--- src/rtl/assert_macros.svh ---
// Assertion macros for the divider RTL, included by sdt_out.
// Depends on nothing; expects clk_i and rst_ni in the including module.
`ifndef ASSERT_MACROS_SVH
`define ASSERT_MACROS_SVH

// Clocked check, held off while reset is asserted.
`define SDT_ASSERT(lbl, prop, msg) \
  lbl: assert property (@(posedge clk_i) disable iff (!rst_ni) (prop)) else $error(msg);

// Clocked check that also runs during reset.
`define SDT_ASSERT_ALWAYS(lbl, prop, msg) \
  lbl: assert property (@(posedge clk_i) (prop)) else $error(msg);

`endif

--- src/rtl/sdt_pkg.sv ---
// Shared types and constants of the signed truncating divider.
// Depends on nothing.
package sdt_pkg;

  localparam int unsigned DataWidth = 32;

  typedef struct packed {
    logic signed [DataWidth-1:0] dividend;
    logic signed [DataWidth-1:0] divisor;
  } in_word_t;

  typedef struct packed {
    logic signed [DataWidth-1:0] quotient;
    logic                        div_by_zero;
  } out_word_t;

  // Word as it moves down the cell row.
  typedef struct packed {
    logic                 neg;   // operand signs differ
    logic                 dbz;   // divisor was zero
    logic [DataWidth-1:0] rem;   // partial remainder
    logic [DataWidth-1:0] aq;    // dividend bits left, quotient bits shifted in low
    logic [DataWidth-1:0] b;     // divisor magnitude
  } lane_t;

endpackage

--- src/rtl/sdt_cell.sv ---
// One restoring-division cell: resolves one quotient bit and registers the word.
// Depends on sdt_pkg.
module sdt_cell (
  input  logic           clk_i,
  input  logic           rst_ni,
  input  logic           en_i,
  input  logic           valid_i,
  input  sdt_pkg::lane_t lane_i,
  output logic           valid_o,
  output sdt_pkg::lane_t lane_o
);

  logic [sdt_pkg::DataWidth:0] trial;
  logic                        q_bit;
  logic                        valid_q;
  sdt_pkg::lane_t              lane_d, lane_q;

  always_comb begin
    // shift next dividend bit into the remainder, try to subtract the divisor
    trial = {lane_i.rem, lane_i.aq[sdt_pkg::DataWidth-1]} - {1'b0, lane_i.b};
    q_bit = ~trial[sdt_pkg::DataWidth];
    lane_d     = lane_i;
    lane_d.rem = q_bit ? trial[sdt_pkg::DataWidth-1:0]
                       : {lane_i.rem[sdt_pkg::DataWidth-2:0],
                          lane_i.aq[sdt_pkg::DataWidth-1]};
    lane_d.aq  = {lane_i.aq[sdt_pkg::DataWidth-2:0], q_bit};
  end

  always_ff @(posedge clk_i or negedge rst_ni) begin
    if (!rst_ni) begin
      valid_q <= 1'b0;
    end else if (en_i) begin
      valid_q <= valid_i;
    end
  end

  always_ff @(posedge clk_i) begin
    if (en_i && valid_i) begin
      lane_q <= lane_d;
    end
  end

  assign valid_o = valid_q;
  assign lane_o  = lane_q;

endmodule

--- config.mk ---
export PLATFORM = sky130hd
export DESIGN_NAME = sdt_cell
export DESIGN_NICKNAME = d
export VERILOG_FILES = /design/src/rtl/assert_macros.svh /design/src/rtl/sdt_pkg.sv /design/src/rtl/sdt_cell.sv
export SDC_FILE = /design/constraint.sdc
export NUM_CORES = 1
export LEC_CHECK = 0
export BUFFER_PORTS_ARGS = -buffer_cell sky130_fd_sc_hd__buf_2
export CORE_MARGIN = 4
export CORE_UTILIZATION = 54
export CTS_CLUSTER_SIZE = 40
export DETAILED_ROUTE_END_ITERATION = 6
export GPL_TIMING_DRIVEN = 0
export MAX_ROUTING_LAYER = met4
export PLACE_DENSITY = 0.82
export REMOVE_ABC_BUFFERS = 1
export SLEW_MARGIN = 20
export SYNTH_ARGS = -nofsm -noshare
export SYNTH_HDL_FRONTEND = slang
export SYNTH_SLANG_ARGS = --single-unit
--- constraint.sdc ---
create_clock -name clk_i -period 1.8 [get_ports clk_i]
set_input_delay 0.54 -clock clk_i [delete_from_list [all_inputs] [get_ports clk_i]]
set_output_delay 0.54 -clock clk_i [all_outputs]
set_load 0.02 [all_outputs]
# Yosys cells after proc, flatten, opt, wreduce, memory -nomap -nowiden
# Cells that the tools add are included.
[totals] ff_bits=99 latch_bits=0 ram_bits=0 mem_bits_ro=0 out_inout_bits=99 wordCells=10 n_memories=0
[op_classes] n_addsub=1 n_mul=0 div_mod_pow=0 n_lt_le_gt_ge=0 n_eq_ne=0 shifts=0 muxes=1 bitwise=1 n_reduce_logical=1
[ops] op="subtractor 33 x 32 -> 33 bit" n=1
[ops] op="2-to-1 mux 32 bit" n=1
[ops] op="logical AND 1 bit" n=1
[ops] op="NOT 1 bit" n=1

# Logic depth before layout (Yosys ltp)
[logic_depth] word_depth=2 ltp_mapped=13

# Worst setup path before layout
# OpenSTA, ideal clock, no wires.
[synth_path] path_type="input port to flip-flop" startpoint="in valid_i" endpoint="reg lane_q (netlist bit lane_o[0]) (enable)" arrival_time_ns=2.804 setup_slack_ns=-1.472 stages=1 cell_sequence="and2_1"
[synth_between] elab_chain_cells=1
[synth_lines] item="from (decl)" line_no="sdt_cell.sv:7" text="input logic valid_i,"
[synth_lines] item="logical AND 1 bit" line_no="sdt_cell.sv:38" text="if (en_i && valid_i) begin"
[synth_lines] item="to (signal assigned)" line_no="sdt_cell.sv:39" text="lane_q <= lane_d;"
[synth_lines] item="to (decl)" line_no="sdt_cell.sv:16" text="sdt_pkg::lane_t lane_d, lane_q;"
# Every way passes these cells.
# A chain may end at the register's enable or synchronous reset.

==> results_tabular.tex <==
\begin{tabular}{lr}
\hline
Metric & Value \\
\hline
\multicolumn{2}{l}{\textbf{Run status}} \\
\quad Outcome & complete, but fails checks \\
\quad Violations in the final reports & negative setup slack \\
\multicolumn{2}{l}{\textbf{Yosys}} \\
\quad Proportion of netlist area held by the largest area contributor & around 54\% \\
\quad Count of cell types in the netlist & 51 \\
\quad List of most frequent post-synthesis cells & edfxtp\_1 (98), nand2\_1 (44), inv\_1 (41), a21oi\_1 (34), ha\_1 (32) \\
\quad Most area-consuming cells after synthesis & edfxtp\_1 (54\%), ha\_1 (7.4\%), mux2\_4 (5.0\%), a21oi\_1 (3.1\%), nand2\_1 (3.0\%) \\
\quad Avg Synthesized Cell Area & between 10 and 15 sq um \\
\quad Total number of yosys warnings & 0 \\
\quad Cell with the most instances after synthesis & edfxtp\_1 \\
\quad Post-synthesis adder-cell area fraction & approximately 7.7\% \\
\quad Simple-gate area share of the yosys netlist & about 9.6\% \\
\quad Register bit total from synthesis & 99 \\
\quad Largest family of logic cells by synthesized area & compound AO/OA/AOI/OAI gates \\
\quad Library cell with the largest summed area after synthesis & edfxtp\_1 \\
\quad Top flip-flop cell by instance count after synthesis & edfxtp\_1 \\
\quad EDFF count, synth & 98 \\
\quad Number of instances in the synthesized netlist & 461 \\
\quad Post-synthesis mux area share & slightly above 5\% \\
\quad Fraction of the mapped netlist area in compound gates & between 10\% and 20\% \\
\quad Area share of xor/xnor cells in the synthesized design & slightly below 4\% \\
\quad Total standard cell area after synthesis & around 5400 sq um \\
\quad Fraction of registers with async set/reset & between 1 and 1.5\% \\
\quad Fraction of the yosys area taken by sequential cells & between 50\% and 60\% \\
\multicolumn{2}{l}{\textbf{Place}} \\
\quad Dpl hpwl & $\sim$11000 um \\
\quad Standard cell area after detailed placement & around 6600 sq um \\
\quad Number of placed cells counting well taps & 780 \\
\quad Worst setup timing slack at the placement stage & -2.435 ns \\
\quad Number of port buffers & 200 \\
\quad Final RePlAce weighted congestion & around 0.88 \\
\multicolumn{2}{l}{\textbf{STA}} \\
\quad Fin. max-slew vios & 0 \\
\quad Clock skew after layout & 0 ns \\
\quad Highest achievable clock rate & 367.3 MHz \\
\quad Worst Max-Slew Pin Slew & roughly 0.57 ns \\
\quad Hold WS & around 0.34 ns \\
\quad Hold violation count in the final report & 0 \\
\quad Max transition margin & a little over 60\% \\
\quad Final setup viols & 33 \\
\quad Period utilization & 151.2\% \\
\quad Setup TNS & -27.85 ns \\
\quad Final Critical Period & 2.722 ns \\
\quad Unrepaired setup endpoints after global routing & yes \\
\quad Setup slack after layout & -0.9222 ns \\
\multicolumn{2}{l}{\textbf{GRT}} \\
\quad Maximum number of pins on one net before global-route repair & 62 \\
\quad GRT Overall Usage & approximately a quarter \\
\quad Antenna violations before repair & 0 \\
\quad Overflow left after global routing & 0 \\
\quad Wire length of the first global-routing pass & around 23000 um \\
\quad Via count of the first global-routing pass & approximately 4500 \\
\multicolumn{2}{l}{\textbf{Finish}} \\
\quad Final Cell Area & $\sim$7600 sq um \\
\quad Area of the multi-input gates & about 2600 sq um \\
\quad Sequential standard cell area & 2968 sq um \\
\quad Non-filler instance count after layout & between 800 and 900 \\
\quad Diodes inserted & 0 \\
\quad End-of-flow core utilization & 77.47\% \\
\quad Area Overhead vs Synth & 39.22\% \\
\quad Total number of nets in the final design & just over 800 \\
\quad Final-layout fill cell count & around 640 \\
\quad Layout cell share with drive strength beyond 1 & about 46\% \\
\multicolumn{2}{l}{\textbf{Worst setup path}} \\
\quad CP max FO & 5 \\
\quad Kind of capture point of the worst setup path & flip-flop \\
\quad Critical Path RT & around 1.9 ns \\
\quad Capturing point of the worst reg2reg path & valid\_o \\
\quad Critical setup path kind & in -> reg \\
\quad Arrival time of data at the critical path endpoint & 2.85 ns \\
\quad Nature of the critical path startpoint & input pin \\
\quad Origin of the critical flop-to-flop path & valid\_o \\
\quad Worst Reg2Reg Path Length in Cells & 1 \\
\quad Worst reg-to-reg setup slack & roughly 1 ns \\
\multicolumn{2}{l}{\textbf{Flow run}} \\
\quad Reported max-cap violation count & 0 \\
\multicolumn{2}{l}{\textbf{CTS}} \\
\quad Cell at the root of the clock tree & clkbuf\_8 \\
\quad CTS buffer count & 9 \\
\quad Worst skew pair latency & roughly 0.37 ns \\
\quad Number of levels in the clock H-tree & 3 \\
\quad Sinks on Clock Net & slightly below 100 \\
\quad Clock-pin slew of the registers on the worst-case setup and hold paths & approximately 0.10 ns \\
\quad CTS tree & done \\
\quad CTS max path bufs & 2 \\
\multicolumn{2}{l}{\textbf{Detailed routing}} \\
\quad Detailed-route vias per instance & $\sim$5.6 \\
\quad WL/cell & roughly 19 um \\
\quad DRC errors left & 0 \\
\quad Sum of routed wire length over all layers & between 15000 and 20000 um \\
\quad Highest routed metal layer & met4 \\
\quad Met3 wire length & roughly 1200 um \\
\quad Iteration count of the initial detailed-routing pass & 5 \\
\quad WL met1 & roughly 6200 um \\
\quad Met2 routed wirelength & 7725 um \\
\quad Routed Antenna Nets & 0 \\
\quad Initial drt markers & 405 \\
\quad Via total after detailed routing & about 4600 \\
\multicolumn{2}{l}{\textbf{Floorplan}} \\
\quad \# IOs & approximately 200 \\
\quad Starting density of the core & between 50\% and 60\% \\
\quad Core box area & approximately 9800 sq um \\
\quad Die outline height & approximately 110 um \\
\quad Die width & between 100 and 150 um \\
\quad Cell Rows & 36 \\
\quad Total die area & around 12000 sq um \\
\multicolumn{2}{l}{\textbf{Power}} \\
\quad Leakage component of the power & 3.325 nW \\
\quad Power density over the cells & about 870 nW/um\^{}2 \\
\quad Post-route total power & $\sim$6.6 mW \\
\quad Peak supply drop & between 0.5 and 0.6 mV \\
\multicolumn{2}{l}{\textbf{Min path}} \\
\quad Hold EP & lane\_o[63] \\
\quad Worst min-delay path category & in -> reg \\
\quad Origin of the worst min-delay path & lane\_i[62] \\
\quad Hold Path Stages & 1 \\
\hline
\end{tabular}
[worst max-delay path, stage by stage]
cell	delay [ns]
buf_8	0.10
ha_4	0.24
a21oi_4	0.16
o211ai_1	0.12
a221o_1	0.34
a211o_1	0.27
o211ai_1	0.30
o211ai_4	0.18
buf_12	0.20
inv_12	0.08
mux2_4	0.30
[cells in the final DEF, fill, tap and decap left out, types with 13 or more instances in the layout]
cell type and n:
nor2_1 16, ha_4 14, buf_2 192, a21oi_1 27, inv_1 31, a21o_1 15
o21ai_0 17, mux2_4 18, nand2_1 37, buf_6 13, xnor2_1 14, ha_1 17
buf_4 17, edfxtp_1 98
[how the worst max path moves through the flow]
stage / from / endpoint / cells after the start
after floorplan: lane_i[16] / lane_o[67] / 10
after global placement: lane_i[16] / lane_o[83] / 11
after detailed placement: lane_i[13] / lane_o[83] / 11
after CTS: lane_i[63] / lane_o[95] / 13
after global routing: lane_i[29] / lane_o[85] / 12
final: lane_i[76] / lane_o[80] / 11
[layer usage]
layer / global-route usage, % / up-vias
met1: 32.36 / 2187
met5: - / -
li1: - / 2168
met2: 43.21 / 218
met4: 8.927 / 0
met3: 4.955 / 35
[state kept, by name, indices dropped and copies added (netlist names)]
register / flops
valid_o: 1
lane_o: 98
[cell families (layout without fill, tap and decap cells)]
family,Yosys count,in the layout
AOI/OAI and AO/OA,120,121
xor gates and xnor gates,24,24
adders and majority gates,33,33
buffers and inverters,57,288
DFF,99,99
muxes,19,19
and+or+nand+nor,109,109
[power by group]
part	internal, mW	total [mW]	switching, mW
Sequential	2.77	2.82	0.0434
Combinational	0.905	2.06	1.16
Clock	0.922	1.72	0.797
[repair_timing]
action                                  in CTS  in global routing
cloned                                       3                  0
buffers inserted                            24                  6
hold endpoints to repair                     1                  0
gates resized for setup                     90                 34
hold buffers                                 1                  0
endpoints found under the setup margin      33                 33
pin swaps                                   29                 16
[area by class of cell]
type                    instances  share of cell area (%)
multi-input cells             306                   34.91
repair inverters                2                  0.3305
clock inverters                 6                   1.471
flip-flops and latches         99                   39.19
repair buffers                229                   17.86
clock buffers                   9                   1.636
well taps                     133                   2.198
inverters                      42                   2.396
Note: power is estimated with default switching activity, not from simulation.
