===== config.mk =====
export PLATFORM = sky130hd
export DESIGN_NAME = sdt_prep
export DESIGN_NICKNAME = d
export VERILOG_FILES = /design/src/rtl/assert_macros.svh /design/src/rtl/sdt_pkg.sv /design/src/rtl/sdt_prep.sv
export SDC_FILE = /design/constraint.sdc
export NUM_CORES = 1
export LEC_CHECK = 0
export ABC_AREA = 1
export BUFFER_PORTS_ARGS = -buffer_cell sky130_fd_sc_hd__buf_2
export CORE_AREA = 5 5 94 105
export CTS_BUF_LIST = sky130_fd_sc_hd__clkbuf_8
export CTS_CLUSTER_DIAMETER = 80
export DETAILED_ROUTE_END_ITERATION = 10
export DIE_AREA = 0 0 99 110
export PLACE_DENSITY = 0.86
export SETUP_SLACK_MARGIN = 0.05
export SLEW_MARGIN = 20
export SYNTH_ARGS = -nofsm -noshare
export SYNTH_HDL_FRONTEND = slang
export SYNTH_SLANG_ARGS = --single-unit

===== constraint.sdc =====
create_clock -name clk_i -period 0.8 [get_ports clk_i]
set_input_delay 0.12 -clock clk_i [delete_from_list [all_inputs] [get_ports clk_i]]
set_output_delay 0.12 -clock clk_i [all_outputs]
set_load 0.03 [all_outputs]

===== src/rtl/assert_macros.svh =====
// Assertion macros for the divider RTL, included by sdt_out.
// Depends on nothing; expects clk_i and rst_ni in the including module.
`ifndef ASSERT_MACROS_SVH
`define ASSERT_MACROS_SVH

// Clocked check, held off while reset is asserted.
`define SDT_ASSERT(lbl, prop, msg) \
  lbl: assert property (@(posedge clk_i) disable iff (!rst_ni) (prop)) else $error(msg);

// Clocked check that also runs during reset.
`define SDT_ASSERT_ALWAYS(lbl, prop, msg) \
  lbl: assert property (@(posedge clk_i) (prop)) else $error(msg);

`endif


===== src/rtl/sdt_pkg.sv =====
// Shared types and constants of the signed truncating divider.
// Depends on nothing.
package sdt_pkg;

  localparam int unsigned DataWidth = 32;

  typedef struct packed {
    logic signed [DataWidth-1:0] dividend;
    logic signed [DataWidth-1:0] divisor;
  } in_word_t;

  typedef struct packed {
    logic signed [DataWidth-1:0] quotient;
    logic                        div_by_zero;
  } out_word_t;

  // Word as it moves down the cell row.
  typedef struct packed {
    logic                 neg;   // operand signs differ
    logic                 dbz;   // divisor was zero
    logic [DataWidth-1:0] rem;   // partial remainder
    logic [DataWidth-1:0] aq;    // dividend bits left, quotient bits shifted in low
    logic [DataWidth-1:0] b;     // divisor magnitude
  } lane_t;

endpackage


===== src/rtl/sdt_prep.sv =====
// Input stage: operand magnitudes, sign and zero-divisor detection.
// Depends on sdt_pkg.
module sdt_prep (
  input  logic              clk_i,
  input  logic              rst_ni,
  input  logic              en_i,
  input  logic              valid_i,
  input  sdt_pkg::in_word_t data_i,
  output logic              valid_o,
  output sdt_pkg::lane_t    lane_o
);

  logic [sdt_pkg::DataWidth-1:0] a_raw, b_raw, a_mag, b_mag;
  logic                          valid_q;
  sdt_pkg::lane_t                lane_d, lane_q;

  always_comb begin
    a_raw = data_i.dividend;
    b_raw = data_i.divisor;
    a_mag = a_raw[sdt_pkg::DataWidth-1] ? ('0 - a_raw) : a_raw;
    b_mag = b_raw[sdt_pkg::DataWidth-1] ? ('0 - b_raw) : b_raw;
    lane_d.neg = a_raw[sdt_pkg::DataWidth-1] ^ b_raw[sdt_pkg::DataWidth-1];
    lane_d.dbz = (b_raw == '0);
    lane_d.rem = '0;
    lane_d.aq  = a_mag;
    lane_d.b   = b_mag;
  end

  always_ff @(posedge clk_i or negedge rst_ni) begin
    if (!rst_ni) begin
      valid_q <= 1'b0;
    end else if (en_i) begin
      valid_q <= valid_i;
    end
  end

  always_ff @(posedge clk_i) begin
    if (en_i && valid_i) begin
      lane_q <= lane_d;
    end
  end

  assign valid_o = valid_q;
  assign lane_o  = lane_q;

endmodule


==> impl_metrics.py, run 1 <==
metrics = {
    "cts": {
        "cts_inserted_buffers": 9,
        "cts_max_level": 3,
        "clkSinkCount": 67,
        "root_buffer": "clkbuf_8",
        "cts_max_path_buffers": 2,
    },
    "floorplan": {
        "io_pins": 167,
        "die_w_um": 99,
        "core.rowCount": 36,
        "die_h_um": 110,
        "start_util_pct": 49.94,
    },
    "global_route": {
        "grt_max_degree": 28,
    },
    "logic_synthesis": {
        "syn_inst": 544,
        "yosys.cell_types.count": 24,
        "avgSynthCellArea_um2": 7.981,
        "netlist_area_um2": 4342,
        "synth-seq-cells": 67,
        "yosysWarnings": 0,
        "synth_sequential_area_ratio_pct": 46.22,
    },
    "status": {
        "haltStage": "5_1_grt",
        "status": "did not finish",
        "error_line": "[ERROR DPL-0038] Utilization greater than 100%, impossible to legalize",
    },
    "place": {
        "numPlacedInstances": 895,
        "dpl.hpwl_mm": 10.85,
        "io_buffers": 134,
        "pre_cts_ws_ps": -615.3,
        "routabilityCongestion": 0.9972,
        "post_dp_cell_area_um2": 6347,
    },
    "sta": {
        "endpoint_type": "top-level output",
        "postGrtWorstEndpoint": "lane_o[42]",
    },
}
timing repair:
item | 4_1_cts
setup buffers | 31
setup endpoints to repair | 122
hold buffers | 3
hold endpoints to repair | 3
gates resized for setup | 345
pin swaps | 118
gates cloned | 0
Yosys cell counts:
library cell	count	area share, %
nand2_1	184	16
nand3b_1	5	0.86
nand4_1	3	0.43
o21ai_1	6	0.69
inv_2	2	0.17
o211ai_1	2	0.35
nor3_1	3	0.35
ha_1	4	1.2
edfxtp_1	66	46
dfrtp_1	1	0.58
o21ai_0	12	1.4
nor2_4	8	2.1
nand3_1	35	4.0
xnor2_1	19	3.8
nor2_2	11	1.6
inv_1	41	3.5
o21ai_2	3	0.61
buf_4	37	6.4
buf_2	2	0.23
conb_1	1	0.086
a21oi_1	3	0.35
xor2_1	11	2.2
nand2_2	3	0.43
nor2_1	82	7.1
per-stage QoR:
step                hold WS, ps  util [%]
detailed placement       -102.8     73.01
floorplan                -175.6         -
CTS                       18.82     92.10
global placement         -105.2     73.01
cell families after synthesis:
logic type	after synthesis	share of synthesized area (%)
AO/OA/AOI/OAI	26	3.372
buffers and inverters	82	10.35
AND/OR/NAND/NOR	334	32.77
flip-flops	67	46.22
XOR/XNOR	30	6.052
other	1	0.08637
adder cells (fa/ha/maj)	4	1.153
==> run 2, diff against run 1 <==
--- a/config.mk
+++ b/config.mk
@@ -7,13 +7,10 @@
 export LEC_CHECK = 0
 export ABC_AREA = 1
 export BUFFER_PORTS_ARGS = -buffer_cell sky130_fd_sc_hd__buf_2
-export CORE_AREA = 5 5 94 105
-export CTS_BUF_LIST = sky130_fd_sc_hd__clkbuf_8
-export CTS_CLUSTER_DIAMETER = 80
+export CORE_AREA = 5 5 111 113
 export DETAILED_ROUTE_END_ITERATION = 10
-export DIE_AREA = 0 0 99 110
-export PLACE_DENSITY = 0.86
-export SETUP_SLACK_MARGIN = 0.05
+export DIE_AREA = 0 0 116 118
+export PLACE_DENSITY_LB_ADDON = 0.15
 export SLEW_MARGIN = 20
 export SYNTH_ARGS = -nofsm -noshare
 export SYNTH_HDL_FRONTEND = slang
==> impl_metrics.py, run 2 <==
metrics = {
    "status": {
        "status": "finished with violations",
        "violations": "negative setup slack",
    },
    "floorplan": {
        "die_h_um": 118,
        "core.rowCount": 39,
        "io_pins": 167,
        "start_util_pct": 38.68,
        "die_w_um": 116,
        "core-area_um2": 11220,
        "dieArea_um2": 13690,
    },
    "cts": {
        "cts_inserted_buffers": 9,
        "tritoncts": "done",
        "cts_max_path_buffers": 2,
        "cts_max_level": 3,
        "root_buffer": "clkbuf_16",
        "clk_pin_slew_worst_paths_ps": 60,
        "clkSinkCount": 67,
        "clk_latency_ps": 330,
    },
    "sta": {
        "setup_ws_ps": -258.0,
        "hold_slack_ps": 53.47,
        "skew_ps": 0,
        "hold_viol_final": 0,
        "setup_tns_ps": -17120,
        "setup_viol": 113,
        "drv_slew": 0,
        "period_minus_slack_ps": 1058,
        "rsz0062_at_grt": "yes",
        "fin_crit_sh_pct": 132.2,
        "max_freq_mhz": 945.2,
    },
    "place": {
        "pre_cts_ws_ps": -577.1,
        "post_dp_cell_area_um2": 6334,
        "routabilityCongestion": 0.9007,
        "numPlacedInstances": 921,
        "dpl.hpwl_mm": 11.16,
        "io_buffers": 134,
    },
    "global_route": {
        "track_usage_pct": 21.62,
        "grt_pass1_vias": 4588,
        "grt_max_degree": 27,
        "grt_pass1_wl_mm": 23.25,
        "gr-total-overflow": 0,
        "antenna_found_initial": 0,
    },
    "logic_synthesis": {
        "synth_sequential_area_ratio_pct": 46.22,
        "yosys.cell_types.count": 24,
        "yosys.area.top_type": "edfxtp_1",
        "synth-seq-cells": 67,
        "synth_top_area_share_pct": 45.65,
        "synth-edff-count": 66,
        "netlist_area_um2": 4342,
        "ys.flop_type": "edfxtp_1",
        "synth.most_common_cell": "nand2_1",
        "syn_inst": 544,
        "yosysWarnings": 0,
        "ys_top_cells_by_area": "edfxtp_1 (46%), nand2_1 (16%), nor2_1 (7.1%), buf_4 (6.4%), nand3_1 (4.0%)",
        "yosys-top-cells-count": "nand2_1 (184), nor2_1 (82), edfxtp_1 (66), inv_1 (41), buf_4 (37)",
        "synthArstFlopShare_pct": 1.493,
        "avgSynthCellArea_um2": 7.981,
    },
    "final_layout": {
        "final_cell_mix": "nand2_1 (130), buf_6 (114), buf_4 (114), nor2_4 (67), edfxtp_1 (66)",
        "stdcell_count": 981,
        "antennaDiodeCount": 0,
        "area.sequential_um2": 2007,
        "largest_register_ffs": 66,
        "final_util_pct": 74.94,
        "fillerInstances": 786,
        "finalInstanceArea_um2": 8411,
        "areaGrowthSynthToFinish_pct": 93.72,
        "layout_commonest_cell": "nand2_1",
        "drive_gt1_share_pct": 58.11,
        "nets": 905,
        "multi_input_area_um2": 3015,
    },
    "worst_setup_path": {
        "path_class": "register to output pin",
        "path_cells": "buf_6",
        "critPathBufInv": 1,
        "cp_data_required_time_ps": 680,
        "cpPeakStageDelay_ps": 430,
        "slowest_stage": "edfxtp_1",
        "cpLargestDelayFamily": "flip-flops",
        "critPathArrivalTime_ps": 940,
        "crit_fanout": 1,
        "startpoint_type": "register",
        "crit_path_end_kind": "output pin",
    },
    "power": {
        "p_seq_share_pct": 36.3,
        "power_density_nw_per_um2": 1421,
        "power.share.clock_pct": 31.7,
        "p_leak_nw": 3.681,
        "ir_drop_v": 0.0008950,
        "p_total_mw": 11.95,
        "p_sw_share_pct": 31.59,
        "switching_power_mw": 3.776,
        "pwr-share-comb_pct": 32.1,
        "power.internal_mw": 8.175,
    },
    "routing": {
        "avgViaCountPerCell": 4.739,
        "routed_wl_mm": 15.15,
        "drt_iter0_drc": 221,
        "dr.pass1.iters": 5,
        "drc": 0,
        "route.vias.total": 4649,
        "wire_per_inst_um": 15.44,
        "ant_nets": 0,
    },
    "job": {
        "drv_cap": 0,
    },
    "worst_hold_path": {
        "min_path_type": "input pin to register",
    },
}
## run 2: kinds of logic after synthesis
logic type	count (synthesis)	synth area share (%)
AOI/OAI and AO/OA	26	3.372
xor gates and xnor gates	30	6.052
adders and majority gates	4	1.153
buffers and inverters	82	10.35
DFF	67	46.22
other	1	0.08637
and+or+nand+nor	334	32.77
## run 2: path summary, 6_finish.rpt
path / from / end / slack, ps / cells after the start
setup / recovery: lane_o[24] / lane_o[24] / -260 / 1
hold / removal: en_i / valid_o / 50 / 2
setup reg to reg: valid_o / valid_o / 70 / 3
hold reg to reg: valid_o / valid_o / 650 / 3
max in group asynchronous: rst_ni / valid_o / 610 / 2
min in group asynchronous: rst_ni / valid_o / 100 / 2
## run 2: repair_timing
item | in CTS | in global routing
pin swaps | 108 | 85
buffers inserted | 30 | 13
endpoints found under the setup margin | 120 | 120
resized for setup | 317 | 94
endpoints found under the hold margin | 3 | 0
hold buffers | 3 | 0
## run 2: final cells by class
cell class	instances	area share [%]
inverter	43	2.648
multi-input combinational	426	35.85
sequential	67	23.86
timing repair buffer	286	32.16
clock inverter	4	0.2975
clock buffer	12	3.050
tap	143	2.127
## run 2: power by group through the flow
stage | clock network [mW] | registers, mW | logic, mW
finish | 3.78 | 4.34 | 3.83
global route | 4.01 | 4.36 | 4.06
CTS | 3.86 | 4.34 | 3.60
detailed placement | 0 | 4.34 | 2.86
global placement | 0 | 4.33 | 2.82
floorplan | 0 | 4.88 | 1.21
## run 2: routing by layer
metal / share of wire (%) / vias up / routed length, um / GRT usage, %
met3: 6.7 / 19 / 1012 / 4.113
met2: 50 / 155 / 7599 / 35.04
met5: 0 / - / 0 / 0
met4: 1.6 / 0 / 246 / 6.962
met1: 42 / 2203 / 6290 / 28.91
li1: - / 2272 / - / -
No activity file was read; power rests on OpenSTA's default activity.
==> run 3, diff against run 2 <==
--- a/config.mk
+++ b/config.mk
@@ -8,6 +8,8 @@
 export ABC_AREA = 1
 export BUFFER_PORTS_ARGS = -buffer_cell sky130_fd_sc_hd__buf_2
 export CORE_AREA = 5 5 111 113
+export CTS_BUF_LIST = sky130_fd_sc_hd__clkbuf_8
+export CTS_CLUSTER_SIZE = 30
 export DETAILED_ROUTE_END_ITERATION = 10
 export DIE_AREA = 0 0 116 118
 export PLACE_DENSITY_LB_ADDON = 0.15
==> constraint.sdc (replaced) <==
create_clock -name clk_i -period 0.85 [get_ports clk_i]
set_input_delay 0.1275 -clock clk_i [delete_from_list [all_inputs] [get_ports clk_i]]
set_output_delay 0.1275 -clock clk_i [all_outputs]
set_load 0.03 [all_outputs]
==> impl_metrics.py, run 3 (same netlist as run 2, synthesis figures left out) <==
metrics = {
    "cts": {
        "root_buffer": "clkbuf_8",
        "cts_max_level": 3,
        "clk_latency_ps": 350,
        "cts_inserted_buffers": 9,
        "clkSinkCount": 67,
        "tritoncts": "done",
        "cts_max_path_buffers": 2,
        "clk_pin_slew_worst_paths_ps": 70,
    },
    "routing": {
        "route.vias.total": 4628,
        "dr.max_layer_used": "met4",
        "wl_met1_mm": 6.109,
        "dr.pass1.iters": 5,
        "wl_met2_mm": 7.697,
        "wl_met3_mm": 1.106,
        "drc": 0,
        "routed_wl_mm": 15.20,
        "avgViaCountPerCell": 4.752,
        "wire_per_inst_um": 15.60,
        "drt_iter0_drc": 255,
        "ant_nets": 0,
    },
    "floorplan": {
        "die_w_um": 116,
        "dieArea_um2": 13690,
        "start_util_pct": 38.68,
        "io_pins": 167,
        "core.rowCount": 39,
        "core-area_um2": 11220,
        "die_h_um": 118,
    },
    "power": {
        "ir_drop_v": 0.0007413,
        "switching_power_mw": 3.359,
        "power.share.clock_pct": 26.2,
        "power.internal_mw": 6.873,
        "p_seq_share_pct": 39.9,
        "power_density_nw_per_um2": 1265,
        "pwr-share-comb_pct": 34.0,
        "p_leak_nw": 3.553,
        "p_total_mw": 10.23,
        "p_sw_share_pct": 32.83,
    },
    "status": {
        "violations": "negative setup slack",
        "status": "finished with violations",
    },
    "worst_setup_path": {
        "path_cells": "buf_6",
        "crit_path_end_kind": "output pin",
        "startpoint_type": "register",
        "slowest_stage": "edfxtp_1",
        "worst-r2r-cell-count": 2,
        "cp_data_required_time_ps": 720,
        "r2r_setup_slack_ps": 230,
        "path_class": "register to output pin",
        "crit_fanout": 1,
        "cpPeakStageDelay_ps": 430,
        "cpLargestDelayFamily": "flip-flops",
        "critPathBufInv": 1,
        "critPathArrivalTime_ps": 940,
        "r2r_end": "valid_o",
        "r2r_start": "valid_o",
    },
    "sta": {
        "setup_viol": 96,
        "skew_ps": 0,
        "drv_slew": 0,
        "hold_slack_ps": 54.87,
        "rsz0062_at_grt": "yes",
        "period_minus_slack_ps": 1069,
        "max_freq_mhz": 935.4,
        "hold_viol_final": 0,
        "setup_ws_ps": -219.0,
        "fin_crit_sh_pct": 125.8,
    },
    "place": {
        "routabilityCongestion": 0.8862,
        "numPlacedInstances": 918,
        "pre_cts_ws_ps": -553.3,
        "post_dp_cell_area_um2": 6279,
        "io_buffers": 134,
        "dpl.hpwl_mm": 10.93,
    },
    "worst_hold_path": {
        "min_path_type": "input pin to register",
        "min_to": "valid_o",
        "hold_depth": 2,
        "worstHoldStart": "en_i",
    },
    "final_layout": {
        "area.sequential_um2": 2007,
        "areaGrowthSynthToFinish_pct": 86.22,
        "drive_gt1_share_pct": 56.68,
        "antennaDiodeCount": 0,
        "stdcell_count": 974,
        "finalInstanceArea_um2": 8085,
        "final_cell_mix": "nand2_1 (127), buf_4 (122), buf_6 (110), edfxtp_1 (66), nor2_4 (61)",
        "layout_commonest_cell": "nand2_1",
        "multi_input_area_um2": 2928,
        "fillerInstances": 809,
        "largest_register_ffs": 66,
        "nets": 898,
    },
    "global_route": {
        "grt_pass1_wl_mm": 22.72,
        "gr-total-overflow": 0,
        "antenna_found_initial": 0,
        "grt_pass1_vias": 4510,
        "track_usage_pct": 21.04,
        "grt_max_degree": 33,
    },
    "job": {
        "drv_cap": 0,
    },
}
[run 3: layer usage]
layer | global-route usage (%) | vias to the layer above
met2 | 34.53 | 189
met4 | 6.019 | 0
li1 | - | 2247
met5 | 0 | -
met1 | 27.57 | 2164
met3 | 4.781 | 28
[run 3: timing repair]
item | CTS | global route
gates resized for setup | 253 | 135
setup endpoints to repair | 110 | 112
gates cloned | 0 | 0
pin swaps | 78 | 98
hold buffers | 3 | 0
buffers inserted | 21 | 16
hold endpoints to repair | 3 | 0
[run 3: power groups by stage]
stage                     logic [mW]  clock network, mW  registers, mW
final                           3.48               2.68           4.08
after global routing            3.69               2.88           4.10
after CTS                       3.20               2.72           4.08
after detailed placement        2.65                  0           4.09
after global placement          2.62                  0           4.08
after floorplan                 1.13                  0           4.60
[run 3: per-stage QoR]
stage	util, %	TNS (ps)
after floorplan	-	-48530
after global placement	55.94	-33610
after detailed placement	55.94	-35450
after CTS	66.67	-13300
after global routing	72.04	-16970
final	72.04	-13200
[run 3: cell type report]
class	count	area share, %
inverter	43	2.755
clock inverter	6	0.6345
clock buffer	10	1.702
timing repair buffer	279	31.66
multi-input combinational	426	36.21
tap	143	2.213
sequential	67	24.82
[run 3: how the worst max path moves through the flow]
stage	start	to	slack [ps]	depth (start not counted)
6_report	lane_o[57]	lane_o[57]	-220	1
2_1_floorplan	en_i	lane_o[0]	-650	2
5_1_grt	lane_o[45]	lane_o[45]	-250	1
3_5_place_dp	data_i[1]	lane_o[28]	-550	10
3_3_place_gp	data_i[1]	lane_o[28]	-520	10
4_1_cts	lane_o[24]	lane_o[24]	-230	1
==> run 4, diff against run 3 <==
--- a/config.mk
+++ b/config.mk
@@ -7,12 +7,13 @@
 export LEC_CHECK = 0
 export ABC_AREA = 1
 export BUFFER_PORTS_ARGS = -buffer_cell sky130_fd_sc_hd__buf_2
-export CORE_AREA = 5 5 111 113
+export CORE_AREA = 5 5 105 107
 export CTS_BUF_LIST = sky130_fd_sc_hd__clkbuf_8
 export CTS_CLUSTER_SIZE = 30
 export DETAILED_ROUTE_END_ITERATION = 10
-export DIE_AREA = 0 0 116 118
+export DIE_AREA = 0 0 110 112
 export PLACE_DENSITY_LB_ADDON = 0.15
+export SETUP_SLACK_MARGIN = 0.3
 export SLEW_MARGIN = 20
 export SYNTH_ARGS = -nofsm -noshare
 export SYNTH_HDL_FRONTEND = slang
==> impl_metrics.py, run 4 (same netlist as run 2, synthesis figures left out) <==
metrics = {
    "status": {
        "status": "finished with violations",
        "violations": "negative hold slack, negative setup slack",
    },
    "sta": {
        "hold_slack_ps": -54.07,
        "drv_slew": 0,
        "skew_ps": 0,
        "rsz0062_at_grt": "yes",
        "setup_viol": 111,
        "fin_crit_sh_pct": 131.9,
        "hold_viol_final": 3,
        "setup_ws_ps": -271.0,
        "period_minus_slack_ps": 1121,
        "max_freq_mhz": 892.0,
    },
    "power": {
        "power.share.clock_pct": 29.0,
        "p_leak_nw": 3.980,
        "p_seq_share_pct": 34.9,
        "power.internal_mw": 7.791,
        "ir_drop_v": 0.0009017,
        "pwr-share-comb_pct": 36.1,
        "switching_power_mw": 3.979,
        "power_density_nw_per_um2": 1293,
        "p_sw_share_pct": 33.81,
    },
    "final_layout": {
        "antennaDiodeCount": 0,
        "finalInstanceArea_um2": 9105,
        "areaGrowthSynthToFinish_pct": 109.7,
        "final_cell_mix": "buf_6 (137), nand2_1 (118), buf_4 (99), nor2_4 (76), edfxtp_1 (66)",
        "drive_gt1_share_pct": 61.68,
        "fillerInstances": 393,
        "nets": 923,
        "layout_commonest_cell": "buf_6",
        "multi_input_area_um2": 3217,
        "largest_register_ffs": 66,
        "area.sequential_um2": 2008,
        "final_util_pct": 90.63,
    },
    "floorplan": {
        "die_w_um": 110,
        "core-area_um2": 10050,
        "io_pins": 167,
        "dieArea_um2": 12320,
        "core.rowCount": 37,
        "die_h_um": 112,
        "start_util_pct": 43.22,
    },
    "routing": {
        "drc": 0,
        "avgViaCountPerCell": 5.731,
        "ant_nets": 0,
        "wire_per_inst_um": 23.48,
        "dr.pass1.iters": 5,
        "drt_iter0_drc": 611,
        "route.vias.total": 5685,
        "routed_wl_mm": 23.29,
    },
    "worst_setup_path": {
        "critPathBufInv": 1,
        "crit_fanout": 1,
        "cpLargestDelayFamily": "flip-flops",
        "path_depth": 1,
        "path_class": "register to output pin",
        "cpPeakStageDelay_ps": 450,
        "slowest_stage": "edfxtp_1",
        "worst-r2r-cell-count": 3,
        "critPathArrivalTime_ps": 990,
        "crit_path_end_kind": "output pin",
        "path_cells": "buf_6",
        "cp_data_required_time_ps": 720,
        "startpoint_type": "register",
    },
    "global_route": {
        "grt_pass1_wl_mm": 28.23,
        "antenna_found_initial": 0,
        "gr-total-overflow": 0,
        "grt_max_degree": 18,
        "grt_pass1_vias": 5462,
        "track_usage_pct": 30.01,
    },
    "job": {
        "drv_cap": 0,
    },
    "place": {
        "io_buffers": 134,
        "post_dp_cell_area_um2": 6271,
        "routabilityCongestion": 0.9302,
        "dpl.hpwl_mm": 10.21,
    },
    "cts": {
        "root_buffer": "clkbuf_8",
        "cts_inserted_buffers": 9,
        "clk_pin_slew_worst_paths_ps": 90,
        "cts_max_level": 3,
        "clkSinkCount": 67,
        "hold_buffers": 1,
        "tritoncts": "done",
        "clk_latency_ps": 370,
        "cts_max_path_buffers": 2,
    },
    "worst_hold_path": {
        "min_path_type": "input pin to register",
        "hold_depth": 2,
    },
}
run 4: repair_timing:
item	in CTS	in global routing
pin swaps	116	90
hold endpoints to repair	4	3
gates resized for setup	370	133
buffers inserted	40	21
endpoints found under the setup margin	197	197
gates cloned	8	2
run 4: per-stage QoR:
stage | power, mW | worst slack, ps | cells | TNS, ps | hold WS (ps)
finish | 11.77 | -271.0 | 992 | -19050 | -54.07
global route | 12.04 | -279.0 | 992 | -21480 | -60.73
CTS | 11.01 | -260.1 | 969 | -13930 | -62.26
detailed placement | 6.714 | -552.6 | 904 | -34170 | -92.95
global placement | 6.685 | -529.1 | 904 | -32480 | -98.36
floorplan | 5.764 | -653.6 | 575 | -48880 | -168.1
run 4: per-layer routing:
| metal | track usage [%] | share of wire [%] | vias up |
|---|---|---|---|
| met5 | 0 | 0 | - |
| met4 | 15.54 | 8.3 | 0 |
| met3 | 6.493 | 10 | 202 |
| met2 | 52.67 | 50 | 529 |
| met1 | 33.37 | 31 | 2650 |
| li1 | - | - | 2304 |
run 4: final timing paths:
check	startpoint	endpoint	slack (ps)
max	lane_o[45]	lane_o[45]	-270
min in group asynchronous	rst_ni	valid_o	90
min	en_i	valid_o	-50
max in group asynchronous	rst_ni	valid_o	660
min reg2reg	valid_o	valid_o	640
max reg2reg	valid_o	valid_o	120
run 4: power by group through the flow:
stage	Sequential (mW)	Combinational, mW	Clock [mW]
6_report	4.10	4.25	3.41
5_1_grt	4.12	4.39	3.54
4_1_cts	4.08	3.63	3.30
3_5_place_dp	4.09	2.62	0
3_3_place_gp	4.08	2.60	0
2_1_floorplan	4.60	1.17	0
run 4: area by class of cell:
type / instances / area share [%]
multi-input cells: 426 / 35.33
flip-flops and latches: 67 / 22.06
inverters: 43 / 2.501
clock inverters: 7 / 1.278
clock buffers: 9 / 1.360
well taps: 136 / 1.869
repair buffers: 304 / 35.61
