--- src/rtl/assert_macros.svh ---
// Assertion macros for the divider RTL, included by sdt_out.
// Depends on nothing; expects clk_i and rst_ni in the including module.
`ifndef ASSERT_MACROS_SVH
`define ASSERT_MACROS_SVH

// Clocked check, held off while reset is asserted.
`define SDT_ASSERT(lbl, prop, msg) \
  lbl: assert property (@(posedge clk_i) disable iff (!rst_ni) (prop)) else $error(msg);

// Clocked check that also runs during reset.
`define SDT_ASSERT_ALWAYS(lbl, prop, msg) \
  lbl: assert property (@(posedge clk_i) (prop)) else $error(msg);

`endif

--- src/rtl/sdt_pkg.sv ---
// Shared types and constants of the signed truncating divider.
// Depends on nothing.
package sdt_pkg;

  localparam int unsigned DataWidth = 32;

  typedef struct packed {
    logic signed [DataWidth-1:0] dividend;
    logic signed [DataWidth-1:0] divisor;
  } in_word_t;

  typedef struct packed {
    logic signed [DataWidth-1:0] quotient;
    logic                        div_by_zero;
  } out_word_t;

  // Word as it moves down the cell row.
  typedef struct packed {
    logic                 neg;   // operand signs differ
    logic                 dbz;   // divisor was zero
    logic [DataWidth-1:0] rem;   // partial remainder
    logic [DataWidth-1:0] aq;    // dividend bits left, quotient bits shifted in low
    logic [DataWidth-1:0] b;     // divisor magnitude
  } lane_t;

endpackage

--- src/rtl/sdt_out.sv ---
// Output stage: sign fix-up, output register and skid register.
// Depends on sdt_pkg and assert_macros.svh.
`include "assert_macros.svh"

module sdt_out (
  input  logic               clk_i,
  input  logic               rst_ni,
  input  logic               valid_i,
  input  sdt_pkg::lane_t     lane_i,
  output logic               en_o,
  output logic               out_valid_o,
  input  logic               out_ready_i,
  output sdt_pkg::out_word_t out_data_o
);

  sdt_pkg::out_word_t res;
  sdt_pkg::out_word_t out_q, skid_q;
  logic               out_valid_q, skid_valid_q;

  always_comb begin
    res.div_by_zero = lane_i.dbz;
    if (lane_i.dbz) begin
      res.quotient = '0;
    end else if (lane_i.neg) begin
      res.quotient = '0 - lane_i.aq;
    end else begin
      res.quotient = lane_i.aq;
    end
  end

  // row moves only while the skid slot is free
  assign en_o = ~skid_valid_q;

  always_ff @(posedge clk_i or negedge rst_ni) begin
    if (!rst_ni) begin
      out_valid_q  <= 1'b0;
      skid_valid_q <= 1'b0;
    end else if (skid_valid_q) begin
      if (out_ready_i) begin
        skid_valid_q <= 1'b0;
      end
    end else if (valid_i) begin
      if (out_valid_q && !out_ready_i) begin
        skid_valid_q <= 1'b1;
      end else begin
        out_valid_q <= 1'b1;
      end
    end else if (out_ready_i) begin
      out_valid_q <= 1'b0;
    end
  end

  always_ff @(posedge clk_i) begin
    if (skid_valid_q) begin
      if (out_ready_i) begin
        out_q <= skid_q;
      end
    end else if (valid_i) begin
      if (out_valid_q && !out_ready_i) begin
        skid_q <= res;
      end else begin
        out_q <= res;
      end
    end
  end

  assign out_valid_o = out_valid_q;
  assign out_data_o  = out_q;

  `SDT_ASSERT(a_skid_behind_out, skid_valid_q |-> out_valid_q, "skid word without output word")
  `SDT_ASSERT(a_dbz_zero_quot,
              out_valid_q && out_q.div_by_zero |-> out_q.quotient == '0,
              "divide by zero with nonzero quotient")
  `SDT_ASSERT(a_skid_drains,
              skid_valid_q && out_ready_i |=> !skid_valid_q && out_valid_q,
              "skid word not moved to output")
  `SDT_ASSERT_ALWAYS(a_reset_empty,
                     !rst_ni |=> !out_valid_q && !skid_valid_q,
                     "output not empty in reset")

endmodule

--- config.mk ---
export PLATFORM = sky130hd
export DESIGN_NAME = sdt_out
export DESIGN_NICKNAME = d
export VERILOG_FILES = /design/src/rtl/sdt_pkg.sv /design/src/rtl/sdt_out.sv
export VERILOG_INCLUDE_DIRS = /design/src /design/src/rtl
export SDC_FILE = /design/constraint.sdc
export NUM_CORES = 1
export LEC_CHECK = 0
export ABC_AREA = 1
export ABC_CLOCK_PERIOD_IN_PS = 4700
export BUFFER_PORTS_ARGS = -buffer_cell sky130_fd_sc_hd__buf_2
export CORE_MARGIN = 2
export CORE_UTILIZATION = 50
export DETAILED_ROUTE_END_ITERATION = 8
export GPL_ROUTABILITY_DRIVEN = 0
export GPL_TIMING_DRIVEN = 0
export PLACE_DENSITY_LB_ADDON = 0.1
export REMOVE_ABC_BUFFERS = 1
export SLEW_MARGIN = 20
export SYNTH_ARGS = -nofsm -noshare
export SYNTH_HDL_FRONTEND = slang
export SYNTH_SLANG_ARGS = --single-unit
--- constraint.sdc ---
create_clock -name clk_i -period 4.7 [get_ports clk_i]
set_input_delay 0.94 -clock clk_i [delete_from_list [all_inputs] [get_ports clk_i]]
set_output_delay 0.94 -clock clk_i [all_outputs]
set_load 0.03 [all_outputs]
# [Yosys cells after proc, flatten, opt, wreduce, memory -nomap -nowiden]
# Index checks and enable logic that the tools add are counted.
# W data, S select, Z words.
[totals] regBits=68 latchBits=0 mem_bits_rw=0 mem_bits_ro=0 word_cells=31 n_memories=0
[op_classes] n_addsub=1 mul=0 div=0 n_lt_le_gt_ge=0 eq_ne=3 shift=0 n_mux=13 n_bitwise=1 reduce_logical=7
[ops] cell="$mux W33" count=4
[ops] cell="$mux W32" count=2
[ops] cell="$sub A1 B32 Y32 const A" count=1
[ops] cell="$reduce_and A3 Y1" count=3
[ops] cell="$mux W1" count=7
[ops] cell="$ne A2 B2 Y1 const B" count=3
[ops] cell="$reduce_bool A2 Y1" count=2
[ops] cell="$logic_and A1 B1 Y1" count=1
[ops] cell="$logic_not A1 Y1" count=1
[ops] cell="$not A1 Y1" count=1

# [Logic depth before layout (Yosys ltp)]
# Gate-level depths: netlist of run 1.
[depth] ltp_word=6 mapped_depth=10

# [Least setup slack after synthesis of run 1]
# Ideal clock, no wire load.
[synth_path] path_kind="input to register" from="in out_ready_i" to="reg out_q, in the netlist out_data_o[0], enable pin" setup_ps=469 arrival_ps=3328 required_time_ps=4231 path_slack_ps=903 stages=2 n_path_buf=0 cell_sequence="inv_1 -> o21ai_0"
[synth_via] elab_chain_cells=4 word_cells_on_any_way=5
[synth_rtl] element="start: declaration" line_no="sdt_out.sv:12" source="input logic out_ready_i,"
[synth_rtl] element="$logic_not A1 Y1" line_no="sdt_out.sv:59" source="if (out_valid_q && !out_ready_i) begin"
[synth_rtl] element="$logic_and A1 B1 Y1" line_no="sdt_out.sv:59"
[synth_rtl] element="$ne A2 B2 Y1 (no source line)"
[synth_rtl] element="$reduce_and A3 Y1 (no source line) (*)"
[synth_rtl] element="end signal: assignment" line_no="sdt_out.sv:56" source="out_q <= skid_q;"
[synth_rtl] element="end signal: assignment" line_no="sdt_out.sv:62" source="out_q <= res;"
[synth_rtl] element="end: declaration" line_no="sdt_out.sv:17" source="sdt_pkg::out_word_t out_q, skid_q;"
# Every way passes the cells marked *; elsewhere a longest branch is shown, timed or not.
# A chain may end at the register's enable or synchronous reset.

# [Final worst setup path of run 1]
[layout_path] from="reg skid_valid_q" to="out en_o"
[layout_via] elab_chain_cells=1
[layout_rtl] element="start: declaration" line_no="sdt_out.sv:18" source="logic out_valid_q, skid_valid_q;"
[layout_rtl] element="start signal: assignment" line_no="sdt_out.sv:37" source="skid_valid_q <= 1'b0;"
[layout_rtl] element="start signal: assignment" line_no="sdt_out.sv:40" source="skid_valid_q <= 1'b0;"
[layout_rtl] element="start signal: assignment" line_no="sdt_out.sv:44" source="skid_valid_q <= 1'b1;"
[layout_rtl] element="$not A1 Y1 (no source line)"
[layout_rtl] element="end: declaration" line_no="sdt_out.sv:10" source="output logic en_o,"
# Every way passes these cells.

==> summary.txt, run 1 <==
Cells and area
  • Inserted Diodes: 0
  • Fraction of layout cells with a size suffix above 1: 23.8%
  • Area delta synth->final: 19.0%
  • Fin cells: 600
  • Fill count: 674
  • Layout Nets: 599
  • Commonest cells after routing, fill and taps aside: 117 x nand2_1, 72 x buf_2, 66 x edfxtp_1, 48 x nand3_1, 47 x inv_1
  • Most common cell after layout, fill and taps aside: nand2_1

Min path
  • Hold WC Path Type: input port to asynchronous set/reset pin

Global route
  • Initial antenna violation count: 0
  • Global Route Usage Sum: 21.3%
  • Vias in the first global route: 2939
  • Largest net degree at the start of global routing: 49
  • First-pass GRT wire length: 13900 um
  • Total congestion overflow: 0

Clock network
  • CTS tree: yes
  • Cts hold-fix bufs: 0
  • Total CTS buffers: 9
  • Later-pin clock latency in the skew report: 0.35 ns
  • Clock slew at reported path FFs: 0.07 ns
  • Resize count post-CTS: 0
  • Post-CTS Setup Bufs: 0
  • Htree depth: 3
  • Clock buffer depth: 2
  • Clock sinks: 68
  • Root Buffer: clkbuf_8

STA
  • Max_slew headroom: 35.6%
  • Setup TNS: 0 ns
  • Post-route setup slack: 1.42 ns
  • Worst Tran Pin Value: 0.965 ns
  • Fin. Hold Viols: 0
  • Period utilisation layout: 69.8%
  • Max Fclk: 305 MHz
  • Pins Over Slew Limit: 0
  • Worst clock skew: 0.00760 ns
  • Fin Hold WS: 0.354 ns
  • RSZ-0062 raised after global routing: false
  • Final min period: 3.28 ns
  • # setup viols final: 0

Yosys
  • Post-synthesis simple-gate area fraction: 32.0%
  • Top_reg_cell synth: edfxtp_1
  • Largest area contributor in the netlist: edfxtp_1
  • Warnings, synthesis: 0
  • Avg Synthesized Cell Area: 8.78 um^2
  • Post-Syn Instances: 425
  • Synth Area in Compound Gates: 6.17%
  • Ys async rst share: 2.94%
  • Post-Synth XOR/XNOR Area: 0%
  • Adder-Cell Fraction of Synth Area: 0.335%
  • Top cell type's share of synthesized area: 53.1%
  • Synth area leaders: edfxtp_1 53%, nand2_1 12%, nand3_1 6.4%
  • Seq/Total Area, Yosys: 54.4%
  • Mux contribution to synthesized area: 0%
  • Largest family of logic cells by synthesized area: simple AND/OR/NAND/NOR gates
  • Synth unique cells: 31
  • EDFF count, synth: 66
  • Mapped cell area: 3730 um^2
  • Yosys reg bits: 68

Pwr
  • Sw frac: 29.6%
  • Clock Power Share: 32.9%
  • Pwr dens: 386 nW/um^2
  • Comb pwr share: 21.3%
  • Static leakage: 2.00 nW
  • Max VDD drop: 216 uV
  • Pwr Total: 1.72 mW
  • Internal power: 1.21 mW
  • Switch Pwr: 508 uW
  • Reg power frac: 45.9%

Detailed routing
  • TritonRoute pass-1 iters: 4
  • 1st-iter DRT viols: 248
  • DR vias: 3099
  • Antenna Violating Nets Remaining: 0
  • Drt wl/cell: 13.9 um
  • Vias per inst: 5.17
  • Post-route DRC: 0
  • Total Wirelength: 8330 um

Worst setup path
  • Crit-path max cell delay: 0.90 ns
  • Setup CP Type: register to output pin
  • Crit path max fanout: 48
  • CP Cell Sequence: inv_1 > buf_2
  • Critical path arrival: 2.34 ns
  • CP Capture Type: output pin
  • Type of element launching the critical path: register
  • Largest delay share family, worst path: buffers and inverters
  • R2r worst-path depth: 4
  • Buf/Inv on CP: 2
  • CP Data Required Time: 3.76 ns
  • WP depth: 2
  • Slowest cell on the critical path: dfrtp_2

Floorplan
  • Die extent in y: 90.4 um
  • I/O pins: 137
  • Die Width: 90.4 um
  • Die ar.: 8170 um^2
  • Initial Util: 51.5%
  • Cell row count: 31
  • Core ar.: 7250 um^2

Status
  • Status: finished clean

Flow run
  • Maxcap violations: 0

Placed design
  • Placed cells: 584
  • Post-Place Setup Slack: 1.81 ns
  • Input/output buffers: 72
  • Dpl hpwl: 5890 um
## Yosys cell counts (2+ instances only)
library cell	count
nand3_2	3
nand3_1	48
nand2_1	117
nor3_1	2
o21ai_0	18
clkbuf_1	6
and3_1	14
buf_4	2
nor2_4	3
buf_6	2
edfxtp_1	66
nor2_2	7
o21ai_1	13
nor2_1	25
a21oi_1	7
buf_2	3
inv_1	48
o21ai_2	2
nand4_1	19
dfrtp_1	2
nand2_2	8
## flip-flops by register name (all words and copies together), names as in the netlist
| register | flops |
|---|---|
| out_data_o | 33 |
| skid_valid_q | 1 |
| out_valid_o | 1 |
| skid_q | 33 |
## power groups by stage
stage               Clock (mW)  Combinational (mW)  Sequential [mW]
floorplan                    0               0.140            0.898
global placement             0               0.341            0.807
detailed placement           0               0.365            0.801
CTS                      0.575               0.367            0.789
global route             0.599               0.401            0.796
finish                   0.565               0.365            0.788
## per-stage QoR
step	cell area [um^2]	util, %
after floorplan	3650	-
after global placement	4140	57.1
after detailed placement	4210	58.1
after CTS	4440	61.3
after global routing	4440	61.3
final	4440	61.3
## kinds of logic after synthesis
| logic type | Yosys count |
|---|---|
| AOI/OAI and AO/OA | 43 |
| adders and majority gates | 1 |
| buffers and inverters | 63 |
| DFF | 68 |
| and+or+nand+nor | 250 |
## layer usage
metal  track usage [%]  wire (um)
met5                 0          0
met4              9.87        140
met3              3.59        393
met2              34.1       3960
met1              28.5       3830
## worst register-to-register path, cell delays in order (launching register included)
cell and delay, ns:
dfrtp_2 0.71, inv_1 0.87, nand2_1 0.30, nor2_4 0.51, buf_16 0.22
## worst paths after layout
kind	from	endpoint	slack [ns]
worst max register to register	skid_valid_q$_DFF_PN0_	skid_q[24]$_DFFE_PP_	1.79
max in group asynchronous	rst_ni	skid_valid_q$_DFF_PN0_	4.24
worst min register to register	skid_q[30]$_DFFE_PP_	out_data_o[30]$_DFFE_PP_	0.52
min in group clk_i	skid_q[30]$_DFFE_PP_	out_data_o[30]$_DFFE_PP_	0.52
worst max-delay path	skid_valid_q$_DFF_PN0_	en_o	1.42
worst min-delay path	rst_ni	out_valid_o$_DFFE_PN0P_	0.35
## area by class of cell
type                            count  area, um^2  area share (%)
Timing Repair Buffer               74         415            9.35
Multi-Input combinational cell    294        1460            32.8
Sequential cell                    68        2030            45.7
Inverter                           49         184            4.14
Tap cell                           99         124            2.79
Clock inverter                      6         103            2.31
Clock buffer                       10         128            2.87
(Power assumes the default switching activity.)
==> inputs of run 2 (changes only) <==
--- a/config.mk
+++ b/config.mk
@@ -7,10 +7,10 @@
 export NUM_CORES = 1
 export LEC_CHECK = 0
 export ABC_AREA = 1
-export ABC_CLOCK_PERIOD_IN_PS = 4700
+export ABC_CLOCK_PERIOD_IN_PS = 2880
 export BUFFER_PORTS_ARGS = -buffer_cell sky130_fd_sc_hd__buf_2
 export CORE_MARGIN = 2
-export CORE_UTILIZATION = 50
+export CORE_UTILIZATION = 45
 export DETAILED_ROUTE_END_ITERATION = 8
 export GPL_ROUTABILITY_DRIVEN = 0
 export GPL_TIMING_DRIVEN = 0
==> constraint.sdc (replaced) <==
create_clock -name clk_i -period 2.88 [get_ports clk_i]
set_input_delay 0.576 -clock clk_i [delete_from_list [all_inputs] [get_ports clk_i]]
set_output_delay 0.576 -clock clk_i [all_outputs]
set_load 0.03 [all_outputs]
==> summary.txt, run 2 (synthesized netlist as in run 1, its figures left out) <==
Status
  • Status: finished clean

Cells and area
  • Most common cell after layout, fill and taps aside: nand2_1
  • Final Util: 55.1%
  • Inserted Diodes: 0
  • Fraction of layout cells with a size suffix above 1: 24.5%
  • Layout Nets: 601
  • Fin cells: 608
  • Commonest cells after routing, fill and taps aside: 117 x nand2_1, 72 x buf_2, 66 x edfxtp_1, 48 x nand3_1, 46 x inv_1
  • Area delta synth->final: 19.9%

Detailed routing
  • DR vias: 3098
  • Antenna Violating Nets Remaining: 0
  • 1st-iter DRT viols: 225
  • Vias per inst: 5.10
  • TritonRoute pass-1 iters: 4
  • Post-route DRC: 0
  • Drt wl/cell: 14.3 um
  • Total Wirelength: 8670 um

Pwr
  • Pwr dens: 618 nW/um^2
  • Comb pwr share: 22.6%
  • Switch Pwr: 867 uW
  • Reg power frac: 46.0%
  • Clock Power Share: 31.3%
  • Sw frac: 31.3%
  • Internal power: 1.90 mW
  • Max VDD drop: 268 uV
  • Static leakage: 2.00 nW

STA
  • Final min period: 2.69 ns
  • Max Fclk: 372 MHz
  • RSZ-0062 raised after global routing: false
  • Fin. Hold Viols: 0
  • Pins Over Slew Limit: 0
  • # setup viols final: 0
  • Setup TNS: 0 ns
  • Worst clock skew: 0.00523 ns
  • Worst Tran Pin Value: 0.670 ns
  • Max_slew headroom: 55.3%
  • Period utilisation layout: 93.3%

Placed design
  • Input/output buffers: 72
  • Placed cells: 591
  • Dpl hpwl: 6290 um

Flow run
  • Maxcap violations: 0

Floorplan
  • Die extent in y: 95.1 um
  • Core ar.: 8130 um^2
  • Cell row count: 33
  • Die ar.: 9040 um^2
  • Initial Util: 45.9%
  • Die Width: 95.1 um
  • I/O pins: 137

Worst setup path
  • Crit path max fanout: 28
  • CP Capture Type: output pin
  • CP Data Required Time: 2.30 ns
  • Setup CP Type: register to output pin
  • Type of element launching the critical path: register
  • Critical path arrival: 2.11 ns

Global route
  • Vias in the first global route: 2893
  • Largest net degree at the start of global routing: 45
  • Initial antenna violation count: 1
  • First-pass GRT wire length: 14000 um
  • Total congestion overflow: 0
  • Global Route Usage Sum: 20.5%

Min path
  • Hold WC Path Type: input port to register

Clock network
  • Clock sinks: 68
  • Clock slew at reported path FFs: 0.08 ns
  • Clock buffer depth: 2
  • Root Buffer: clkbuf_8
  • Post-CTS Setup Bufs: 0
  • Htree depth: 3
  • CTS tree: yes
  • Total CTS buffers: 9
  • Later-pin clock latency in the skew report: 0.35 ns
## run 2: final timing paths
check                                            start  slack, ns                  endpoint  cells after the start
worst min register to register    skid_q[11]$_DFFE_PP_       0.52  out_data_o[11]$_DFFE_PP_                      2
worst max register to register  skid_valid_q$_DFF_PN0_       0.26  out_data_o[29]$_DFFE_PP_                      4
max in group asynchronous                       rst_ni       2.25    skid_valid_q$_DFF_PN0_                      2
worst min-delay path                       out_ready_i       0.43    skid_valid_q$_DFF_PN0_                      2
worst max-delay path            skid_valid_q$_DFF_PN0_       0.19                      en_o                      3
min in group asynchronous                       rst_ni       0.53   out_valid_o$_DFFE_PN0P_                      2
## run 2: power groups by stage
stage | clock [mW] | sequential, mW | combinational, mW
4_1_cts | 0.882 | 1.28 | 0.632
2_1_floorplan | 0 | 1.47 | 0.229
3_5_place_dp | 0 | 1.30 | 0.627
5_1_grt | 0.924 | 1.29 | 0.686
6_report | 0.868 | 1.27 | 0.626
3_3_place_gp | 0 | 1.32 | 0.561
## run 2: timing repair
| action | 4_1_cts | 5_1_grt |
|---|---|---|
| hold buffers | 1 | 0 |
| hold endpoints to repair | 2 | 0 |
| resized for setup | 1 | 0 |
| endpoints found under the setup margin | 16 | 0 |
## run 2: final cells by class
cell class                      count  area (um^2)
Fill cell                         747         3660
Sequential cell                    68         2030
Multi-Input combinational cell    294         1460
Timing Repair Buffer               76          453
Inverter                           49          188
Tap cell                          105          131
Clock buffer                        9          124
Clock inverter                      7         91.3
## run 2: critical path, stage by stage (launching register included)
cell	delay [ns]
dfrtp_2	0.69
buf_16	0.22
clkinvlp_4	0.46
buf_2	0.36
## run 2: metal layers
layer	track usage, %	vias to the layer above	part of all wire [%]
met3	4.43	12	4.9
met2	33.5	81	47
met4	8.82	2	1.6
met1	26.3	1412	46
li1	-	1591	-
met5	0	-	0.18
## run 2: metrics by stage
step	setup slack [ns]	total power, mW	hold WS [ns]	area (um^2)
global route	0.0985	2.90	0.439	4480
floorplan	-1.77	1.69	0.280	3650
global placement	-3.54	1.88	0.360	4150
detailed placement	-0.0239	1.92	0.364	4250
finish	0.193	2.77	0.430	4480
CTS	0.179	2.79	0.420	4480
==> inputs of run 3 (changes only) <==
--- a/config.mk
+++ b/config.mk
@@ -14,8 +14,9 @@
 export DETAILED_ROUTE_END_ITERATION = 8
 export GPL_ROUTABILITY_DRIVEN = 0
 export GPL_TIMING_DRIVEN = 0
-export PLACE_DENSITY_LB_ADDON = 0.1
+export PLACE_DENSITY = 0.75
 export REMOVE_ABC_BUFFERS = 1
+export SETUP_SLACK_MARGIN = 0.3
 export SLEW_MARGIN = 20
 export SYNTH_ARGS = -nofsm -noshare
 export SYNTH_HDL_FRONTEND = slang
==> summary.txt, run 3 (synthesized netlist as in run 1, its figures left out) <==
Status
  • Status: finished clean

Global route
  • Total congestion overflow: 0
  • Initial antenna violation count: 0
  • Met1 GRT Util: 22.8%
  • Met3 Usage GRT: 4.11%
  • GRT busiest layer: met2
  • Largest net degree at the start of global routing: 50
  • First-pass GRT wire length: 13400 um
  • Vias in the first global route: 2963
  • Global Route Usage Sum: 19.7%
  • Met2 global-route usage: 33.6%

Detailed routing
  • Post-route DRC: 0
  • Antenna Violating Nets Remaining: 0
  • TritonRoute pass-1 iters: 5
  • 1st-iter DRT viols: 247
  • DR vias: 3163
  • Total Wirelength: 8450 um
  • Vias per inst: 5.18
  • Drt wl/cell: 13.8 um

Worst setup path
  • Slowest cell on the critical path: dfrtp_4
  • Critical path arrival: 2.34 ns
  • Type of element launching the critical path: register
  • CP Data Required Time: 2.93 ns
  • Reg2reg setup slack: 0.59 ns
  • Setup CP Type: register to register
  • Worst r2r src: skid_valid_q$_DFF_PN0_
  • Crit path from: skid_valid_q$_DFF_PN0_
  • Crit path max fanout: 49
  • CP Capture Type: register
  • Crit-path max cell delay: 0.69 ns
  • CP most frequent cell: buf_4
  • Largest delay share family, worst path: buffers and inverters
  • Buf/Inv on CP: 4
  • CP Cell Sequence: clkinvlp_4 > buf_4 > buf_4 > nand2_1 > nor2_4 > buf_16

STA
  • RSZ-0062 raised after global routing: false
  • Setup TNS: 0 ns
  • Max Fclk: 437 MHz
  • Fin. Hold Viols: 0
  • # setup viols final: 0
  • Worst clock skew: 0.00974 ns
  • Worst Tran Pin Value: 0.672 ns
  • Final min period: 2.29 ns
  • Pins Over Slew Limit: 0
  • Period utilisation layout: 79.4%
  • Max_slew headroom: 55.1%

Cells and area
  • Most common cell after layout, fill and taps aside: nand2_1
  • Final Util: 55.0%
  • Inserted Diodes: 0
  • Layout Nets: 604
  • Commonest cells after routing, fill and taps aside: 117 x nand2_1, 72 x buf_2, 66 x edfxtp_1, 48 x nand3_1, 46 x inv_1
  • Area delta synth->final: 19.8%
  • Fraction of layout cells with a size suffix above 1: 24.5%

Pwr
  • Pwr Total: 2.73 mW
  • Max VDD drop: 242 uV
  • Static leakage: 2.00 nW
  • Pwr dens: 611 nW/um^2

Flow run
  • Maxcap violations: 0

Floorplan
  • Die Width: 95.1 um
  • I/O pins: 137
  • Initial Util: 45.9%
  • Core ar.: 8130 um^2
  • Cell row count: 33
  • Die extent in y: 95.1 um
  • Die ar.: 9040 um^2

Clock network
  • CTS tree: yes
  • Total CTS buffers: 9
  • Clock slew at reported path FFs: 0.08 ns
  • Clock buffer depth: 2
  • Later-pin clock latency in the skew report: 0.35 ns
  • Root Buffer: clkbuf_8
  • Clock sinks: 68
  • Htree depth: 3

Min path
  • Hold path startpoint: out_ready_i
  • Hold WC Path Type: input port to register

Placed design
  • Dpl hpwl: 6140 um
  • Input/output buffers: 72
-- run 3: cell types whose count changed in the layout (fill, tap and decap cells not counted), sizes merged --
cell      delta
buf          +2
clkinvlp     -1
clkbuf       +2
-- run 3: final timing paths --
check / to / cells past startpoint
max in group asynchronous: skid_valid_q$_DFF_PN0_ / 2
worst max-delay path: skid_q[22]$_DFFE_PP_ / 6
worst min register to register: out_data_o[11]$_DFFE_PP_ / 2
worst min-delay path: skid_valid_q$_DFF_PN0_ / 2
min in group asynchronous: skid_valid_q$_DFF_PN0_ / 2
worst max register to register: skid_q[22]$_DFFE_PP_ / 6
-- run 3: report_power, final --
| part | internal, mW | switching, mW | total, mW | leakage (nW) |
|---|---|---|---|---|
| Clock | 0.484 | 0.350 | 0.833 | 0.101 |
| Combinational | 0.182 | 0.426 | 0.608 | 1.25 |
| Sequential | 1.23 | 0.0559 | 1.29 | 0.654 |
| Total | 1.90 | 0.832 | 2.73 | 2.00 |
-- run 3: cell type report --
class	count	area (um^2)
Clock buffer	11	131
Clock inverter	5	76.3
Fill cell	713	3660
Inverter	49	188
Multi-Input combinational cell	294	1460
Sequential cell	68	2040
Tap cell	105	131
Timing Repair Buffer	78	448
Timing Repair inverter	1	5.00
-- run 3: per-layer routing --
layer | wire length (um) | vias up
li1 | - | 1601
met1 | 3510 | 1426
met2 | 4210 | 112
met3 | 440 | 24
met4 | 288 | 0
met5 | 0 | -
-- run 3: per-stage QoR --
step,area (um^2),setup WS (ns),instances,hold WS [ns]
2_1_floorplan,3650,-1.77,411,0.280
3_3_place_gp,4150,-3.30,588,0.360
3_5_place_dp,4220,-0.00226,590,0.362
4_1_cts,4450,0.382,608,0.444
5_1_grt,4470,0.471,611,0.463
6_report,4470,0.593,611,0.450
-- run 3: timing repair --
item                                   4_1_cts  5_1_grt
resized for setup                            2        0
hold buffers                                 1        0
endpoints found under the hold margin        2        0
setup endpoints to repair                   67        1
setup buffers                                0        3
cloned                                       1        0
